**config.mk**
```make
export PLATFORM = sky130hd
export DESIGN_NAME = cdm_sqr
export DESIGN_NICKNAME = d
export VERILOG_FILES = /design/src/rtl/cdm_pkg.sv /design/src/rtl/cdm_sqr.sv
export SDC_FILE = /design/constraint.sdc
export NUM_CORES = 1
export LEC_CHECK = 0
export ABC_AREA = 1
export BUFFER_PORTS_ARGS = -buffer_cell sky130_fd_sc_hd__buf_2
export CORE_MARGIN = 2
export CORE_UTILIZATION = 60
export CTS_BUF_LIST = sky130_fd_sc_hd__clkbuf_16
export DETAILED_ROUTE_END_ITERATION = 16
export PLACE_DENSITY = 0.82
export SLEW_MARGIN = 15
export SYNTH_ARGS = -nofsm -noshare
export SYNTH_HDL_FRONTEND = slang
export SYNTH_SLANG_ARGS = --single-unit
```
**constraint.sdc**
```tcl
create_clock -name clk -period 7.84 [get_ports clk]
set_input_delay 0.392 -clock clk [delete_from_list [all_inputs] [get_ports clk]]
set_output_delay 0.392 -clock clk [all_outputs]
set_load 0.005 [all_outputs]
```
**src/rtl/cdm_pkg.sv**
```systemverilog
package cdm_pkg;

	// running energy sum width and delivered mean width
	localparam int ESUM_W = 40;
	localparam int MEAN_W = 32;

	typedef enum logic [4:0] {
		ST_IDLE,
		ST_LD_X,
		ST_LD_Y,
		ST_LD_ACC,
		ST_W_START,
		ST_PI_RD,
		ST_PI_LD,
		ST_PJ_RD,
		ST_PJ_DIF,
		ST_P_MX,
		ST_P_MY,
		ST_P_CMP,
		ST_DIV_GO,
		ST_DIV_WAIT,
		ST_SQ1_GO,
		ST_SQ1_WAIT,
		ST_SQ2_GO,
		ST_SQ2_WAIT,
		ST_FIN
	} cdm_state_t;

	// start/done pair of an iterative unit
	typedef struct packed {
		logic start;
	} cdm_unit_req_t;

	typedef struct packed {
		logic done;
	} cdm_unit_rsp_t;

endpackage

```
**src/rtl/cdm_sqr.sv**
```systemverilog
module cdm_sqr #(
	parameter int OPW = 17
) (
	input  logic                      clk,
	input  logic signed [OPW-1:0]     op,
	output logic        [2*OPW-3:0]   sq
);
	import cdm_pkg::*;

	logic signed [2*OPW-1:0] prod;
	logic        [2*OPW-3:0] sq_q;

	// |op| < 2^(OPW-1), so the square fits 2*(OPW-1) bits
	assign prod = op * op;

	always_ff @(posedge clk) begin
		sq_q <= prod[2*OPW-3:0];
	end

	assign sq = sq_q;

endmodule

```
==> metrics.md <==
| Metric | Value |
|---|---|
| WHS | roughly 470 ps |
| Post-cts resize count | 0 |
| Worst-path clk slew | roughly 50 ps |
| DRT Pass-1 Iters | 5 |
| CP cell instances | buf_2 > nand2_1 > inv_1 > fa_1 > inv_1 > fa_1 > inv_1 > fa_1 > fa_1 > fa_1 > inv_1 > fa_1 > inv_1 > ha_1 > nand2_1 > nor4_1 > nand3_1 > nand4_1 > nand2_1 |
| Initial antenna violation count | 0 |
| Total track usage | 26.7% |
| Worst-margin pin slew | between 600 and 700 ps |
| Hold Crit Class | input port to flip-flop |
| Yosys warns | 0 |
| Die area | ~0.019 sq mm |
| Final min period | between 5000 and 6000 ps |
| Rows | 48 |
| Drc violations | 0 |
| Syn nets | around 1.6k |
| Sequential area share after synthesis | under 10% |
| Max cap viols | 0 |
| Distinct cells, synth | 38 |
| Cells after Synth | ~1.2k |
| Critical path type | input port to flip-flop |
| Share of cells above drive strength 1 | approximately 5.6% |
| Pre-CTS WS | about 1800 ps |
| CTS Buf Count | 5 |
| First-pass GRT wire length | 38700 um |
| Status | finished, final reports clean |
| Fin area | approximately 0.011 sq mm |
| Inserted Diodes | 0 |
| Final Hold Fails | 0 |
| PortBufs | between 40 and 50 |
| Fin crit share | 73.7% |
| Max reg flops | 31 |
| Total negative setup slack | 0 ps |
| Vias per cell | about 5.2 |
| Total gr overflow | 0 |
| Post-route setup slack | a little over 2000 ps |
| #FFs+latches synth | 31 |
| Die width | approximately 140 um |
| Core ar. | ~0.017 sq mm |
| RSZ-0062 raised after global routing | no |
| NumNets Final | around 1.6k |
| CP startpoint kind | input port |
| RePlAce Congestion | 0.937 |
| Syn Area/Cell | 8.40 sq um |
| Worst relative slew slack | between 50% and 60% |
| Critical-path top delay cell | fa_1 |
| Vias in the first global route | between 8k and 9k |
| FMAX | about 0.17 GHz |
| H-tree depth | 2 |
| Die height | 136 um |
| CTS Sinks | 31 |
| Critical Path RT | about 8000 ps |
| Fin. max-slew vios | 0 |
| Setup-failing EPs final | 0 |
| CTS Hold Bufs | 0 |
| CTS tree | yes |
| Postcts setup bufs | 0 |
| Vias post-DR | 7701 |
| Root Buffer | clkbuf_16 |
| Final ANT Viol Nets | 0 |
| Crit end category | flip-flop |
| Final WL | 21900 um |
| CP arrival | between 5000 and 6000 ps |
| Commonest non-fill, non-tap cell in the layout | inv_1 |
| Fillers | about 1.4k |
| Worst path max stage delay | around 860 ps |
| Ports | 50 |
| WP buf/inv | 6 |
| Cell area after synthesis | about 0.010 sq mm |
| Area growth syn-to-layout | 4.92% |
| Iter 0 DRT Violations | ~460 |
| Wire length per cell | around 15 um |
| DP Area | 0.0109 sq mm |
| Largest net degree at the start of global routing | 23 |
| DP HPWL | 19300 um |
| Max Fanout on Critical Path | 19 |
| Starting Density | between 60 and 70% |
| Most frequent cells in the layout | inv_1, fa_1, nand2_1 |
| Largest delay share family, worst path | adder cells |
| Most frequent CP cell | fa_1 |
| CTS Buffer Depth | 2 |
## per-stage QoR
stage | instances | util, %
floorplan | 1248 | -
global placement | 1485 | 63.3
detailed placement | 1485 | 63.3
CTS | 1492 | 64.0
global route | 1492 | 64.0
finish | 1492 | 64.0
## layout make-up
class	instances	area (sq um)	area share, %
multi-input combinational	775	8200	74.5
timing repair buffer	48	240	2.18
tap	225	282	2.56
inverter	406	1520	13.9
sequential	31	621	5.64
clock inverter	2	8.76	0.0796
clock buffer	5	125	1.14
## cells by family (layout without fill, tap and decap cells)
| kind of cell | after synthesis | in the layout | synth area share (%) |
|---|---|---|---|
| XOR/XNOR | 31 | 31 | 2.59 |
| adder cells (fa/ha/maj) | 339 | 339 | 58.8 |
| AO/OA/AOI/OAI | 65 | 65 | 3.44 |
| AND/OR/NAND/NOR | 339 | 339 | 13.4 |
| buffers and inverters | 442 | 461 | 15.9 |
| other | 1 | 1 | 0.0358 |
| flip-flops | 31 | 31 | 5.92 |
## metal layers
| layer | global-route usage (%) | wire (um) | up-vias |
|---|---|---|---|
| li1 | - | - | 3566 |
| met1 | 31.9 | 8210 | 3836 |
| met2 | 50.3 | 12100 | 241 |
| met3 | 2.46 | 922 | 58 |
| met4 | 8.62 | 760 | 0 |
| met5 | 0 | 0 | - |
## synth_stat cells, drive strengths merged
| cell type | n | area [sq um] |
|---|---|---|
| inv | 405 | 1520 |
| fa | 256 | 5120 |
| nand2 | 249 | 947 |
| ha | 83 | 1040 |
| nor2 | 38 | 150 |
| a21oi | 33 | 165 |
| clkbuf | 33 | 124 |
| dfxtp | 31 | 621 |
| nand3 | 29 | 150 |
| xor2 | 24 | 210 |
| o21ai | 18 | 90.1 |
| nor3 | 7 | 51.3 |
| xnor2 | 7 | 61.3 |
| nand4 | 6 | 37.5 |
| or2 | 5 | 31.3 |
| a21o | 4 | 30.0 |
| o21bai | 4 | 30.0 |
| buf | 3 | 16.3 |
| nor4 | 2 | 12.5 |
| o21a | 2 | 15.0 |
| a21boi | 1 | 7.51 |
| a31o | 1 | 8.76 |
| a31oi | 1 | 6.26 |
| and3 | 1 | 6.26 |
| clkinv | 1 | 3.75 |
| conb | 1 | 3.75 |
| nand2b | 1 | 6.26 |
| nand3b | 1 | 7.51 |
| o31ai | 1 | 7.51 |
## path summary, 6_finish.rpt
check | startpoint | to | slack (ps) | cells after the start
worst max-delay path | op[2] | sq[28] | 2060 | 19
worst min-delay path | op[0] | sq[0] | 470 | 1
Power is not shown: default switching activity piles up to over one toggle a cycle in this logic, so the estimate is an artifact.
