## src/rtl/cdm_pkg.sv

```systemverilog
package cdm_pkg;

	// running energy sum width and delivered mean width
	localparam int ESUM_W = 40;
	localparam int MEAN_W = 32;

	typedef enum logic [4:0] {
		ST_IDLE,
		ST_LD_X,
		ST_LD_Y,
		ST_LD_ACC,
		ST_W_START,
		ST_PI_RD,
		ST_PI_LD,
		ST_PJ_RD,
		ST_PJ_DIF,
		ST_P_MX,
		ST_P_MY,
		ST_P_CMP,
		ST_DIV_GO,
		ST_DIV_WAIT,
		ST_SQ1_GO,
		ST_SQ1_WAIT,
		ST_SQ2_GO,
		ST_SQ2_WAIT,
		ST_FIN
	} cdm_state_t;

	// start/done pair of an iterative unit
	typedef struct packed {
		logic start;
	} cdm_unit_req_t;

	typedef struct packed {
		logic done;
	} cdm_unit_rsp_t;

endpackage

```

## src/rtl/cdm_div.sv

```systemverilog
module cdm_div #(
	parameter int DVW = 9
) (
	input  logic                        clk,
	input  logic                        arst_n,
	input  cdm_pkg::cdm_unit_req_t      req,
	input  logic [cdm_pkg::ESUM_W-1:0]  dividend,
	input  logic [DVW-1:0]              divisor,
	output cdm_pkg::cdm_unit_rsp_t      rsp,
	output logic [cdm_pkg::ESUM_W-1:0]  quotient
);
	import cdm_pkg::*;

	localparam int CNTW = $clog2(ESUM_W + 1);

	logic            run_q;
	logic            done_q;
	logic [CNTW-1:0] cnt_q;
	logic [DVW:0]    rem_q;
	logic [ESUM_W-1:0] quo_q;
	logic [DVW-1:0]  dvs_q;
	logic [DVW:0]    rem_sh;
	logic            fits;

	// restoring division, one quotient bit a cycle
	assign rem_sh = {rem_q[DVW-1:0], quo_q[ESUM_W-1]};
	assign fits   = rem_sh >= {1'b0, dvs_q};

	always_ff @(posedge clk or negedge arst_n) begin
		if (!arst_n) begin
			run_q  <= 1'b0;
			done_q <= 1'b0;
			cnt_q  <= '0;
		end else begin
			done_q <= 1'b0;
			if (req.start) begin
				run_q <= 1'b1;
				cnt_q <= '0;
			end else if (run_q) begin
				cnt_q <= cnt_q + CNTW'(1);
				if (cnt_q == CNTW'(ESUM_W - 1)) begin
					run_q  <= 1'b0;
					done_q <= 1'b1;
				end
			end
		end
	end

	always_ff @(posedge clk) begin
		if (req.start) begin
			rem_q <= '0;
			quo_q <= dividend;
			dvs_q <= divisor;
		end else if (run_q) begin
			rem_q <= fits ? (rem_sh - {1'b0, dvs_q}) : rem_sh;
			quo_q <= {quo_q[ESUM_W-2:0], fits};
		end
	end

	assign rsp.done = done_q;
	assign quotient = quo_q;

endmodule

```

## config.mk

```make
export PLATFORM = sky130hd
export DESIGN_NAME = cdm_div
export DESIGN_NICKNAME = d
export VERILOG_FILES = /design/src/rtl/cdm_pkg.sv /design/src/rtl/cdm_div.sv
export SDC_FILE = /design/constraint.sdc
export NUM_CORES = 1
export LEC_CHECK = 0
export BUFFER_PORTS_ARGS = -buffer_cell sky130_fd_sc_hd__buf_4
export CORE_MARGIN = 5
export CORE_UTILIZATION = 52
export DETAILED_ROUTE_END_ITERATION = 8
export GPL_ROUTABILITY_DRIVEN = 0
export PLACE_DENSITY = 0.86
export SLEW_MARGIN = 15
export SYNTH_ARGS = -nofsm -noshare
export SYNTH_HDL_FRONTEND = slang
export SYNTH_SLANG_ARGS = --single-unit
```

## constraint.sdc

```tcl
create_clock -name clk -period 2.7 [get_ports clk]
set_input_delay 0.135 -clock clk [delete_from_list [all_inputs] [get_ports clk]]
set_output_delay 0.135 -clock clk [all_outputs]
set_load 0.03 [all_outputs]
```

==> impl_metrics.toml <==
[status]
status = "completed"

[sta]
slew_violations = 0
tns_ns = 0
fin_crit_sh_pct = 90.6
worst_slew_pin_slew_ns = 0.511
finalWorstSetupSlack_ns = 0.253
rsz0062_at_grt = "no"
finalHoldWorstSlack_ns = 0.0921
period_needed_ns = 2.45
final_hold_viol_count = 0
fin_worst_skew_ns = 0.00910
setup_violations = 0
slew_headroom_pct = 65.9
max_freq_mhz = 409

[global_route]
grt_antenna_before_repair = 0
grt_max_degree = 41
grt-ovfl-total = 0
track_usage_pct = 20.0
grt_pass1_wl_um = 11900
grt_pass1_vias = 2508

[synth]
syn_nets = 302
synth-adder-area-share_pct = 4.57
ys_warn_count = 0
yosys.area.top_type_share_pct = 46.4
synth-seq-cells = 66
yosys-top-cells-area = "edfxtp_1, mux2_2, dfrtp_1, dfxtp_1, ha_1"
yosys.area_share.xor_xnor_pct = 2.21
syn_inst = 239
synth_top_family_by_area = "multiplexers"
seq_area_frac_synth_pct = 58.4
syn_area_sq_um = 3170
yosys.area.top_type = "edfxtp_1"
synth_cell_types = 42
muxShareOfSynthArea_pct = 15.7
syn_avg_cell_area_sq_um = 13.3
yosys.area_share.simple_pct = 8.56
synth_compound_area_share_pct = 7.41

[final_layout]
most-common-layout-cells = "buf_4, edfxtp_1, mux2_2, nor2_1, nand2_1"
final_layout_size_suffix_gt1_share_pct = 44.6
postLayoutCoreUtil_pct = 71.1
area_growth_pct = 32.6
mostFrequentLayoutCell = "buf_4"
multiInputGateArea_sq_um = 1220
regArea_sq_um = 1850
n_antenna_cell = 0
nNetsFinal = 408
fill_cells = 389

[floorplanning]
die_y_um = 88.1
dieArea_sq_um = 7760
rows = 28
initial_utilization_pct = 53.6
die_w_um = 88.1
io_pins = 93
fp.coreArea_sq_um = 5920

[job]
maxCapViolCount = 0

[power_and_ir_drop]
p_leak_nw = 1.80
ir_drop_uv = 496
powerDensity_nw_per_um2 = 780

[placement]
dp_worst_setup_slack_ns = 0.287
io_buffers = 92
dp_hpwl_um = 5120

[clock_network]
clk_path_buf_depth = 2
cts.clk_slew.worst_paths_ns = 0.07
cts_tree = "built"
cts-buffers-inserted = 9
h-tree-depth = 3
clockRootBuffer = "clkbuf_8"
clk_latency_ns = 0.34
clkSinkCount = 66
post-cts-setup-buffers = 0

[worst_setup_path]
r2r_cells = 10
cp_common_cell = "inv_1"
cp_slowest_cell = "fa_1"
crit_fanout = 9
crit_arrival_ns = 2.69
cp.required_ns = 2.94
critPathCaptureType = "flip-flop"
start_kind = "flip-flop"
crit_type = "reg -> reg"
critPathMaxStageDelay_ns = 0.41
path_cells = "inv_1, ha_1, inv_1, fa_1, a21o_1, a31oi_1, o221a_1, buf_4, nand2_1, a311oi_1"

[drt]
drt-total-wl_um = 7060
ant_nets = 0
viasPerCell = 5.46
dr.pass1.iters = 4
wl_per_cell_um = 16.6
drc = 0
drt-initial-drc-count = 155
via_count = 2321

[hold_path]
hold_class = "in -> reg"
holdPathStages = 2
worst paths after layout:
kind,end,slack (ns),from
max reg2reg,rem_q[3]$_SDFFE_PP0P_,0.25,quotient[39]$_DFFE_PP_
min,rem_q[0]$_SDFFE_PP0P_,0.09,req
min reg2reg,rem_q[8]$_SDFFE_PP0P_,0.50,rem_q[8]$_SDFFE_PP0P_
max in group asynchronous,rsp$_DFF_PN0_,2.43,arst_n
max,rem_q[3]$_SDFFE_PP0P_,0.25,quotient[39]$_DFFE_PP_
min in group asynchronous,cnt_q[5]$_DFFE_PN0P_,0.14,arst_n
sequential cells by signal, indices dropped and copies added, names as in the netlist:
| register | cells |
|---|---|
| cnt_q | 6 |
| rsp | 1 |
| dvs_q | 9 |
| quotient | 40 |
| run_q | 1 |
| rem_q | 9 |
worst max-delay path, delay by kind of cell, from the launching register on:
| kind | cells | cell delay, ns |
|---|---|---|
| AOI/OAI and AO/OA | 4 | 0.94 |
| adders and majority gates | 2 | 0.59 |
| DFF | 1 | 0.39 |
| buffers and inverters | 3 | 0.36 |
| and+or+nand+nor | 1 | 0.07 |
through the flow:
| step | instance area (sq um) | power, W | cells |
|---|---|---|---|
| after floorplan | 3170 | 0.00220 | 239 |
| after global placement | 3940 | 0.00250 | 399 |
| after detailed placement | 3940 | 0.00254 | 399 |
| after CTS | 4210 | 0.00329 | 425 |
| final | 4210 | 0.00328 | 425 |
| after global routing | 4210 | 0.00348 | 425 |
synthesized netlist by cell type:
cell type / number
inv_1: 13
o221ai_2: 1
buf_2: 1
o211a_1: 1
xnor2_1: 3
mux2i_1: 2
buf_1: 3
nand2_1: 16
a21oi_1: 7
nand3_1: 2
o221ai_1: 1
ha_1: 10
buf_6: 1
mux2_2: 41
a311oi_1: 8
mux2_4: 1
a31oi_1: 1
nand3b_1: 2
dfxtp_1: 9
a31o_2: 1
nor3_1: 1
nor2_1: 19
nand4b_1: 4
or2_1: 1
dfrtp_1: 8
xor2_1: 5
a211oi_2: 1
o21ai_0: 2
nand4_1: 3
nand2b_1: 1
a211oi_1: 2
a21o_1: 2
nand3_2: 1
fa_1: 1
clkbuf_1: 7
o221a_1: 1
o2111ai_1: 1
o311ai_0: 1
or3_1: 1
and2_1: 2
or2b_1: 2
edfxtp_1: 49
where the power goes:
group	total [W]	switching [W]	internal, W
Clock	0.000729	0.000372	0.000357
Sequential	0.00136	0.000105	0.00126
Combinational	0.00119	0.000653	0.000536
cells by family after synthesis:
kind of cell    Yosys count
mux                      44
compound gates           30
fa+ha+maj                11
flops                    66
simple gates             55
buf+inv                  25
xor+xnor                  8
metal layers:
metal  wire length (um)  up-vias  GRT usage (%)
li1                   -     1099              -
met1               2690     1138           22.9
met3                655        9           8.94
met4                 85        0           5.63
met2               3630       75           34.0
met5                  0        -              0
cell type report:
type / count / share of cell area [%]
Sequential cell: 66 / 44.0
Multi-Input combinational cell: 148 / 29.0
Timing Repair Buffer: 107 / 19.7
Clock buffer: 13 / 3.54
Tap cell: 75 / 2.23
Inverter: 13 / 1.16
Clock inverter: 3 / 0.416
what timing repair did:
action / 4_1_cts / 5_1_grt
hold buffers: 10 / 0
resized for setup: 0 / 0
setup endpoints to repair: 0 / 0
endpoints found under the hold margin: 17 / 0
Note: power is estimated with default switching activity, not from simulation.
