[src/rtl/cdm_pkg.sv]
package cdm_pkg;

	// running energy sum width and delivered mean width
	localparam int ESUM_W = 40;
	localparam int MEAN_W = 32;

	typedef enum logic [4:0] {
		ST_IDLE,
		ST_LD_X,
		ST_LD_Y,
		ST_LD_ACC,
		ST_W_START,
		ST_PI_RD,
		ST_PI_LD,
		ST_PJ_RD,
		ST_PJ_DIF,
		ST_P_MX,
		ST_P_MY,
		ST_P_CMP,
		ST_DIV_GO,
		ST_DIV_WAIT,
		ST_SQ1_GO,
		ST_SQ1_WAIT,
		ST_SQ2_GO,
		ST_SQ2_WAIT,
		ST_FIN
	} cdm_state_t;

	// start/done pair of an iterative unit
	typedef struct packed {
		logic start;
	} cdm_unit_req_t;

	typedef struct packed {
		logic done;
	} cdm_unit_rsp_t;

endpackage

[src/rtl/cdm_isqrt.sv]
module cdm_isqrt #(
	parameter int VW = 33
) (
	input  logic                    clk,
	input  logic                    arst_n,
	input  cdm_pkg::cdm_unit_req_t  req,
	input  logic [VW-1:0]           value,
	output cdm_pkg::cdm_unit_rsp_t  rsp,
	output logic [(VW+1)/2-1:0]     root
);
	import cdm_pkg::*;

	localparam int RW   = (VW + 1) / 2;
	localparam int PW   = 2 * RW;
	localparam int CNTW = $clog2(RW + 1);

	logic            run_q;
	logic            done_q;
	logic [CNTW-1:0] cnt_q;
	logic [PW-1:0]   val_q;
	logic [RW+1:0]   rem_q;
	logic [RW-1:0]   root_q;
	logic [RW+3:0]   rem_sh;
	logic [RW+3:0]   trial;
	logic            fits;

	// digit-by-digit root, one result bit a cycle
	assign rem_sh = {rem_q, val_q[PW-1:PW-2]};
	assign trial  = (RW + 4)'({root_q, 2'b01});
	assign fits   = rem_sh >= trial;

	always_ff @(posedge clk or negedge arst_n) begin
		if (!arst_n) begin
			run_q  <= 1'b0;
			done_q <= 1'b0;
			cnt_q  <= '0;
		end else begin
			done_q <= 1'b0;
			if (req.start) begin
				run_q <= 1'b1;
				cnt_q <= '0;
			end else if (run_q) begin
				cnt_q <= cnt_q + CNTW'(1);
				if (cnt_q == CNTW'(RW - 1)) begin
					run_q  <= 1'b0;
					done_q <= 1'b1;
				end
			end
		end
	end

	always_ff @(posedge clk) begin
		if (req.start) begin
			val_q  <= PW'(value);
			rem_q  <= '0;
			root_q <= '0;
		end else if (run_q) begin
			val_q  <= {val_q[PW-3:0], 2'b00};
			rem_q  <= fits ? (RW + 2)'(rem_sh - trial) : (RW + 2)'(rem_sh);
			root_q <= {root_q[RW-2:0], fits};
		end
	end

	assign rsp.done = done_q;
	assign root     = root_q;

endmodule

[config.mk]
export PLATFORM = sky130hd
export DESIGN_NAME = cdm_isqrt
export DESIGN_NICKNAME = d
export VERILOG_FILES = /design/src/rtl/cdm_pkg.sv /design/src/rtl/cdm_isqrt.sv
export SDC_FILE = /design/constraint.sdc
export NUM_CORES = 1
export LEC_CHECK = 0
export CORE_ASPECT_RATIO = 0.75
export CORE_MARGIN = 2
export CORE_UTILIZATION = 60
export DETAILED_ROUTE_END_ITERATION = 6
export DONT_BUFFER_PORTS = 1
export GPL_TIMING_DRIVEN = 0
export PLACE_DENSITY = 0.76
export RECOVER_POWER = 25
export SYNTH_ARGS = -nofsm -noshare
export SYNTH_HDL_FRONTEND = slang
export SYNTH_SLANG_ARGS = --single-unit
[constraint.sdc]
create_clock -name clk -period 2.8 [get_ports clk]
set_clock_uncertainty 0.1 [all_clocks]
set_input_delay 0.14 -clock clk [delete_from_list [all_inputs] [get_ports clk]]
set_output_delay 0.14 -clock clk [all_outputs]
set_load 0.05 [all_outputs]
==> results of run 1 <==
sequential cells by signal, summed over array words and instances, names as in the netlist:
| signal | cells |
|---|---|
| cnt_q | 5 |
| rem_q | 19 |
| root | 17 |
| rsp | 1 |
| run_q | 1 |
| val_q | 34 |
final timing paths:
kind / end / slack [ps] / cells after the start
setup reg to reg: rem_q[10] / 70 / 10
setup / recovery: rem_q[10] / 70 / 10
hold / removal: cnt_q[1] / -7 / 1
hold reg to reg: rem_q[0] / 400 / 2
max in group asynchronous: cnt_q[3] / 2370 / 1
min in group clk: rsp / 50 / 2
metrics by stage:
stage / utilization (%) / hold slack (ps) / area, um^2
floorplan: - / -255.6 / 4180
global placement: 63.33 / -255.4 / 4285
detailed placement: 63.33 / -255.4 / 4285
CTS: 73.02 / 3.095 / 4941
global route: 75.91 / 23.90 / 5136
finish: 75.91 / -7.346 / 5136
repair_timing:
| item | CTS | global route |
|---|---|---|
| pin swaps | 2 | 9 |
| setup buffers | 6 | 6 |
| resized for setup | 34 | 43 |
| endpoints found under the hold margin | 40 | 0 |
| hold buffers | 34 | 0 |
| endpoints found under the setup margin | 20 | 18 |
synth_stat cells (all sizes together) (4+ instances only):
cell    instances
a21o            5
o21ai          19
nor3            5
and2            4
inv            24
nor2           42
a211oi          9
nand2b          4
ha             21
clkbuf         10
o211ai          4
a21oi          23
nand2          20
nand3           5
buf            11
nor4            4
xnor2           7
mux2i          18
xor2            9
dfrtp           7
dfxtp          37
nand4           6
edfxtp         33
mux2           31
a22oi           6
nor2b           4
metal layers:
layer | up-vias | part of all wire, % | wire, um
li1 | 1592 | - | -
met1 | 1630 | 43 | 4522
met2 | 132 | 47 | 4941
met3 | 23 | 7.9 | 826
met4 | 0 | 1.8 | 189
met5 | - | 0 | 0
area by class of cell:
class                   instances  area [um^2]
fillers                       435         1630
well taps                      84        105.1
repair buffers                 46        430.4
plain buffers                  17        93.84
clock buffers                   9        123.9
inverters                      24        95.09
flip-flops and latches         77         1971
clock inverters                 6        71.32
multi-input cells             283         2246
cell usage in the layout (no fill, tap or decap), types with 5 or more instances in the layout:
master,n
buf_4,13
dlygate4sd3_1,34
dfrtp_1,7
inv_1,20
a21o_1,5
mux2_2,31
o21ai_0,13
ha_4,5
o21ai_1,5
a21oi_1,22
ha_2,5
nand4_1,6
ha_1,11
xnor2_1,7
dfxtp_4,17
edfxtp_1,33
a211oi_1,7
nand3_1,5
nor2_1,41
a22oi_1,6
clkbuf_8,9
mux2i_1,18
clkbuf_1,8
dfxtp_1,20
nand2_1,20
xor2_1,9
power groups by stage:
| stage | combinational, mW | sequential (mW) | clock, mW |
|---|---|---|---|
| floorplan | 1.70 | 1.52 | 0 |
| detailed placement | 2.09 | 1.56 | 0 |
| finish | 2.66 | 1.55 | 0.870 |
| CTS | 2.31 | 1.53 | 0.873 |
| global route | 2.88 | 1.57 | 0.912 |
| global placement | 2.07 | 1.56 | 0 |
logic make-up after synthesis:
family / after synthesis / share of synthesized area (%)
buffers and inverters: 45 / 4.407
xor gates and xnor gates: 16 / 3.357
and+or+nand+nor: 103 / 12.20
adders and majority gates: 21 / 6.295
AOI/OAI and AO/OA: 94 / 15.38
DFF: 77 / 45.68
muxes: 49 / 12.68
critical path, stage by stage (launching register included):
cell and delay [ps]:
dfxtp_4 460, inv_2 70, ha_4 280, and3_4 190, and4_4 180, a2111o_1 440, nor3_4 290, nand2b_4 180
buf_6 120, nor2_2 40, a221o_1 260
==> impl_metrics.env, run 1 <==
export IMPL_status="finished with violations"
export IMPL_violations="hold timing"
export IMPL_port_buffer_count=0
export IMPL_first_pass_iters=5
export IMPL_combPwrFrac_pct=52.3
export IMPL_power_per_cell_area_nw_per_um2=989.8
export IMPL_fin_crit_sh_pct=97.32
export IMPL_gr_usage_all_layers_pct=27.76
export IMPL_critical_path_class="flop to flop"
export IMPL_p_int_mw=3.008
export IMPL_busiest_layer="met2"
export IMPL_hp_class="input pin to async pin"
export IMPL_whs_ps=-7.346
export IMPL_crit_path_start="root[10]"
export IMPL_core_rowCount=26
export IMPL_drive_gt1_share_pct=24.68
export IMPL_irDropWorstVdd_mv=0.5126
export IMPL_leakage_nw=2.065
export IMPL_avgRoutedWirePerCell_um=19.19
export IMPL_instances_no_fill=546
export IMPL_met3_usage_pct=7.890
export IMPL_clock_power_share_pct=17.1
export IMPL_power_total_mw=5.084
export IMPL_cap_violations=0
export IMPL_syn_inst=405
export IMPL_setup_tns_ps=0
export IMPL_dp_cells=489
export IMPL_power_net_switching_mw=2.076
export IMPL_dp_slack_ps=-332.0
export IMPL_yosysUniqueCellTypes=54
export IMPL_dp_hpwl_um=6593
export IMPL_r2r_start="root[10]"
export IMPL_yosys_area_top_type="edfxtp_1"
export IMPL_synth_ff_type="dfxtp_1"
export IMPL_cts_root_buf="clkbuf_8"
export IMPL_die_width_um=100.3
export IMPL_tritoncts="done"
export IMPL_ys_warn_count=0
export IMPL_gr_total_overflow=0
export IMPL_worstSkewPairLatency_ps=380
export IMPL_synthTopCellsByArea="edfxtp_1 24%, dfxtp_1 18%, mux2_2 8.4%"
export IMPL_via_per_inst=6.185
export IMPL_htreeDepth=3
export IMPL_antenna_found_initial=0
export IMPL_yosysSeqAreaShare_pct=45.68
export IMPL_syn_area_per_cell_um2=10.31
export IMPL_fin_crit_ps=2725
export IMPL_syn_area_um2=4174
export IMPL_yosys_area_top_type_share_pct=23.74
export IMPL_synth_edf_count=33
export IMPL_syn_nets=462
export IMPL_cp_end_kind="flop"
export IMPL_coreArea_um2=6766
export IMPL_synth_ff_latch_count=77
export IMPL_async_reset_ff_share_pct=9.091
export IMPL_die_h_um=76.23
export IMPL_swShare_pct=40.83
export IMPL_first_global_vias=3313
export IMPL_fin_nets=515
export IMPL_io_pins=54
export IMPL_grt_first_pass_wirelength_um=16320
export IMPL_cts_sinks=77
export IMPL_slew_viol_final=0
export IMPL_tightest_slew_ps=1213
export IMPL_cp_max_fo=9
export IMPL_clock_fmax_mhz=367.0
export IMPL_start_kind="flop"
export IMPL_routed_wl_um=10480
export IMPL_worst_slack_ps=74.93
export IMPL_crit_arrival_ps=2880
export IMPL_clkTransAtPathRegs_ps=80
export IMPL_setup_viol=0
export IMPL_ant_nets=0
export IMPL_start_util_pct=61.69
export IMPL_clockBufferDepth=2
export IMPL_grt_max_degree=34
export IMPL_numCtsBuffers=9
export IMPL_grt_use_met2_pct=43.42
export IMPL_cp_required_ps=2960
export IMPL_insertedDiodeCount=0
export IMPL_vias=3377
export IMPL_dieArea_um2=7647
export IMPL_hold_viol_final=7
export IMPL_max_slew_margin_rel_pct=19.06
export IMPL_seqPwrFrac_pct=30.6
export IMPL_first_iter_violations=234
export IMPL_routabilityCongestion=0.9181
export IMPL_met1_usage_pct=37.40
export IMPL_area_growth_synth_to_final_pct=23.05
export IMPL_drc_errors=0
No activity file was read; power rests on OpenSTA's default activity.
==> inputs of run 2 (changes only) <==
Settings changed: REMOVE_ABC_BUFFERS set to 1, SLEW_MARGIN set to 20.
Clock period 2.8 ns to 2.85 ns, I/O delays scaled along.
==> impl_metrics.env, run 2 (same netlist as run 1, synthesis figures left out) <==
export IMPL_status="finished, final reports clean"
export IMPL_cap_violations=0
export IMPL_fin_nets=502
export IMPL_htreeDepth=3
export IMPL_nFillCells=450
export IMPL_via_per_inst=6.401
export IMPL_max_slew_margin_rel_pct=28.24
export IMPL_cp_required_ps=3020
export IMPL_cpMaxStageDelayCell="dfxtp_4"
export IMPL_first_global_vias=3229
export IMPL_critPathBufInv=1
export IMPL_numCtsBuffers=9
export IMPL_largest_register_ff_count=34
export IMPL_setup_tns_ps=0
export IMPL_start_util_pct=61.69
export IMPL_io_pins=54
export IMPL_layout_common_cells="42 x nor2_1, 34 x dlygate4sd3_1, 33 x edfxtp_1, 31 x mux2_2"
export IMPL_coreArea_um2=6766
export IMPL_cts_sinks=77
export IMPL_die_width_um=100.3
export IMPL_critical_path_max_stage_delay_ps=460
export IMPL_gr_usage_all_layers_pct=27.58
export IMPL_post_dp_cell_area_um2=4207
export IMPL_worstSkewPairLatency_ps=360
export IMPL_crit_arrival_ps=3020
export IMPL_first_iter_violations=318
export IMPL_area_growth_synth_to_final_pct=23.08
export IMPL_post_route_cell_area_um2=5137
export IMPL_antenna_found_initial=0
export IMPL_layout_cells_most_common="nor2_1"
export IMPL_gr_total_overflow=0
export IMPL_cp_max_fo=10
export IMPL_first_pass_iters=5
export IMPL_dieArea_um2=7647
export IMPL_clock_fmax_mhz=351.5
export IMPL_tightest_slew_ps=1072
export IMPL_drive_gt1_share_pct=24.67
export IMPL_leakage_nw=2.069
export IMPL_routabilityCongestion=0.9188
export IMPL_irDropWorstVdd_mv=0.4195
export IMPL_fin_crit_sh_pct=99.82
export IMPL_grt_max_degree=65
export IMPL_slew_viol_final=0
export IMPL_path_delay_family="simple AND/OR/NAND/NOR gates"
export IMPL_ant_nets=0
export IMPL_hp_class="input pin to async pin"
export IMPL_grt_first_pass_wirelength_um=16400
export IMPL_critical_path_class="flop to flop"
export IMPL_power_per_cell_area_nw_per_um2=999.7
export IMPL_insertedDiodeCount=0
export IMPL_clkTransAtPathRegs_ps=80
export IMPL_cts_root_buf="clkbuf_8"
export IMPL_setup_viol=0
export IMPL_avgRoutedWirePerCell_um=19.61
export IMPL_clockBufferDepth=2
export IMPL_port_buffer_count=0
export IMPL_regMostFlops="val_q"
export IMPL_routed_wl_um=10470
export IMPL_tritoncts="done"
export IMPL_cp_end_kind="flop"
export IMPL_hold_viol_final=0
export IMPL_start_kind="flop"
export IMPL_crit_path_cell_trace="inv_2, ha_4, or3b_4, or3_4, o22ai_4, nor3_4, nand2b_4, or3_1, o211ai_1"
export IMPL_fin_crit_ps=2845
export IMPL_dp_hpwl_um=5789
export IMPL_die_h_um=76.23
export IMPL_vias=3418
export IMPL_drc_errors=0
export IMPL_core_rowCount=26
## run 2: cell types whose count changed in the layout (fill, tap and decap cells not counted), sizes merged
cell / change
clkbuf: -7
clkinvlp: -2
clkinv: +1
inv: +1
buf: -6
nor3: +1
## run 2: routing by layer
layer / vias to the layer above / routed length (um) / track usage, %
met2: 193 / 4922 / 42.55
met5: - / 0 / 0
met1: 1623 / 4417 / 38.03
met4: 0 / 225 / 6.438
met3: 29 / 908 / 8.716
li1: 1573 / - / -
## run 2: path summary, 6_finish.rpt
kind,start,slack [ps],to,cells after the start
max,root[11],5,rem_q[18],9
min,arst_n,8,rsp,1
max reg2reg,root[11],5,rem_q[18],9
min reg2reg,val_q[31],390,val_q[33],2
max in group asynchronous,arst_n,2390,run_q,1
min in group clk,req,20,root[10],2
## run 2: cell type report
class / instances / area [um^2] / area share, %
multi-input combinational: 284 / 2282 / 44.42
sequential: 77 / 1964 / 38.24
timing repair buffer: 49 / 499.2 / 9.717
clock buffer: 10 / 127.6 / 2.484
tap: 84 / 105.1 / 2.046
inverter: 24 / 90.09 / 1.754
clock inverter: 6 / 68.82 / 1.340
## run 2: worst register-to-register path, stage by stage, from the launching register on
cell      delay, ps
dfxtp_4         460
inv_2            70
ha_4            300
or3b_4          410
or3_4           360
o22ai_4         220
nor3_4           90
nand2b_4        210
or3_1           430
o211ai_1        110
## run 2: what timing repair did
item	4_1_cts	5_1_grt
setup buffers	7	6
resized for setup	33	36
pin swaps	6	4
endpoints found under the setup margin	20	19
cloned	1	0
endpoints found under the hold margin	71	0
hold buffers	35	0
## run 2: where the power goes
| group | internal (mW) | switching [mW] |
|---|---|---|
| Combinational | 1.25 | 1.51 |
| Sequential | 1.33 | 0.197 |
| Clock | 0.413 | 0.440 |
## run 2: per-stage QoR
stage | total power, mW | hold WS (ps) | setup slack (ps) | instances | util, %
after floorplan | 3.102 | -253.1 | -503.5 | 384 | -
after global placement | 3.480 | -252.9 | -1056 | 468 | 61.85
after detailed placement | 3.525 | -252.9 | -1073 | 469 | 62.17
after CTS | 4.717 | 2.436 | 6.315 | 528 | 72.87
after global routing | 5.380 | 12.48 | -33.48 | 534 | 75.92
final | 5.136 | 8.121 | 5.153 | 534 | 75.92
==> inputs of run 3 (changes only) <==
Settings changed: CORE_UTILIZATION 60 to 30, PLACE_DENSITY 0.76 to not set.
==> impl_metrics.env, run 3 (same netlist as run 1, synthesis figures left out) <==
export IMPL_port_buffer_count=0
export IMPL_p_int_mw=3.276
export IMPL_die_width_um=140.2
export IMPL_first_global_vias=3312
export IMPL_gr_total_overflow=0
export IMPL_dp_slack_ps=-1125
export IMPL_combPwrFrac_pct=48.2
export IMPL_start_kind="flop"
export IMPL_gr_usage_all_layers_pct=14.25
export IMPL_die_h_um=106.2
export IMPL_routabilityCongestion=0.8410
export IMPL_worst_slack_ps=102.8
export IMPL_tightest_slew_ps=702.2
export IMPL_first_iter_violations=181
export IMPL_area_growth_synth_to_final_pct=31.09
export IMPL_cap_violations=0
export IMPL_io_pins=54
export IMPL_seqPwrFrac_pct=28.6
export IMPL_insertedDiodeCount=0
export IMPL_tritoncts="done"
export IMPL_avgRoutedWirePerCell_um=16.06
export IMPL_routed_wl_um=10230
export IMPL_swShare_pct=38.13
export IMPL_power_per_cell_area_nw_per_um2=967.6
export IMPL_irDropWorstVdd_mv=0.4615
export IMPL_drive_gt1_share_pct=22.29
export IMPL_antenna_found_initial=0
export IMPL_power_net_switching_mw=2.019
export IMPL_via_per_inst=5.082
export IMPL_fin_crit_ps=2747
export IMPL_hp_class="input pin to flop"
export IMPL_first_pass_iters=4
export IMPL_layout_cells_most_common="dlygate4sd3_1"
export IMPL_vias=3237
export IMPL_cp_max_fo=11
export IMPL_cts_root_buf="clkbuf_16"
export IMPL_fin_nets=515
export IMPL_critical_path_class="flop to flop"
export IMPL_grt_max_degree=46
export IMPL_leakage_nw=2.216
export IMPL_clkTransAtPathRegs_ps=60
export IMPL_cp_end_kind="flop"
export IMPL_htreeDepth=3
export IMPL_clock_fmax_mhz=364.0
export IMPL_slew_viol_final=0
export IMPL_coreArea_um2=13660
export IMPL_core_rowCount=37
export IMPL_grt_first_pass_wirelength_um=16710
export IMPL_cp_required_ps=3010
export IMPL_layout_common_cells="53 x dlygate4sd3_1, 41 x nor2_1, 33 x edfxtp_1, 31 x mux2_2, 23 x inv_1"
export IMPL_regMostFlops="val_q"
export IMPL_fin_util_pct=40.06
export IMPL_crit_path_cell_trace="inv_1, ha_4, or3b_4, or3_4, o22ai_4, nor3_4, buf_4, nor4_2, a21oi_1, o211ai_1"
export IMPL_dieArea_um2=14880
export IMPL_worstSkewPairLatency_ps=340
export IMPL_ant_nets=0
export IMPL_max_slew_margin_rel_pct=53.12
export IMPL_dp_hpwl_um=6410
export IMPL_clock_power_share_pct=23.2
export IMPL_start_util_pct=30.56
export IMPL_fin_crit_sh_pct=96.39
export IMPL_largest_register_ff_count=34
export IMPL_numCtsBuffers=9
export IMPL_cts_sinks=77
export IMPL_cpMaxStageDelayCell="dfxtp_4"
export IMPL_critical_path_max_stage_delay_ps=460
export IMPL_nFillCells=1327
export IMPL_setup_viol=0
export IMPL_status="finished, final reports clean"
export IMPL_hold_viol_final=0
export IMPL_whs_ps=38.16
export IMPL_crit_arrival_ps=2910
export IMPL_clockBufferDepth=2
export IMPL_drc_errors=0
[run 3: layer usage]
| metal | vias to the layer above | track usage, % | routed length (um) |
|---|---|---|---|
| li1 | 1594 | - | - |
| met1 | 1537 | 18.49 | 4912 |
| met2 | 94 | 22.27 | 4504 |
| met3 | 12 | 5.090 | 690 |
| met4 | 0 | 4.473 | 124 |
| met5 | - | 0 | 0 |
[run 3: layout make-up]
cell class | count | area [um^2] | share of cell area [%]
multi-input combinational | 284 | 2235 | 40.84
sequential | 77 | 1959 | 35.81
timing repair buffer | 62 | 654.4 | 11.96
clock buffer | 10 | 229.0 | 4.185
tap | 175 | 219.0 | 4.002
inverter | 24 | 90.09 | 1.646
clock inverter | 5 | 85.08 | 1.555
[run 3: what timing repair did]
action                                  4_1_cts  5_1_grt
endpoints found under the setup margin       20       19
pin swaps                                     4        8
hold buffers                                 54        0
gates resized for setup                      31       28
hold endpoints to repair                     71        0
setup buffers                                 4        3
gates cloned                                  1        0
[run 3: worst paths after layout]
check / startpoint / to / cells after the start / slack, ps
hold / removal: req / rem_q[6] / 2 / 40
setup reg to reg: root[11] / rem_q[18] / 10 / 100
min in group asynchronous: arst_n / cnt_q[3] / 1 / 50
setup / recovery: root[11] / rem_q[18] / 10 / 100
max in group asynchronous: arst_n / run_q / 1 / 2320
hold reg to reg: rem_q[8] / rem_q[8] / 2 / 400
[run 3: power groups by stage]
stage | registers [mW] | logic [mW] | clock network, mW
floorplan | 1.49 | 1.61 | 0
global placement | 1.53 | 1.96 | 0
detailed placement | 1.53 | 1.99 | 0
CTS | 1.51 | 2.30 | 1.26
global route | 1.54 | 2.81 | 1.29
finish | 1.52 | 2.55 | 1.23
[run 3: critical path, delay by kind of cell (launching register included)]
kind                       cells  cell delay [ps]
DFF                            1              460
and+or+nand+nor                4             1090
AOI/OAI and AO/OA              3              410
adders and majority gates      1              330
buffers and inverters          2              290
[run 3: per-stage QoR]
step	std cells	setup TNS [ps]	total power, mW	cell area (um^2)
floorplan	384	-5490	3.102	4080
global placement	559	-46280	3.491	4299
detailed placement	560	-15840	3.529	4328
CTS	634	0	5.071	5331
global route	637	-15.76	5.640	5472
finish	637	0	5.294	5472
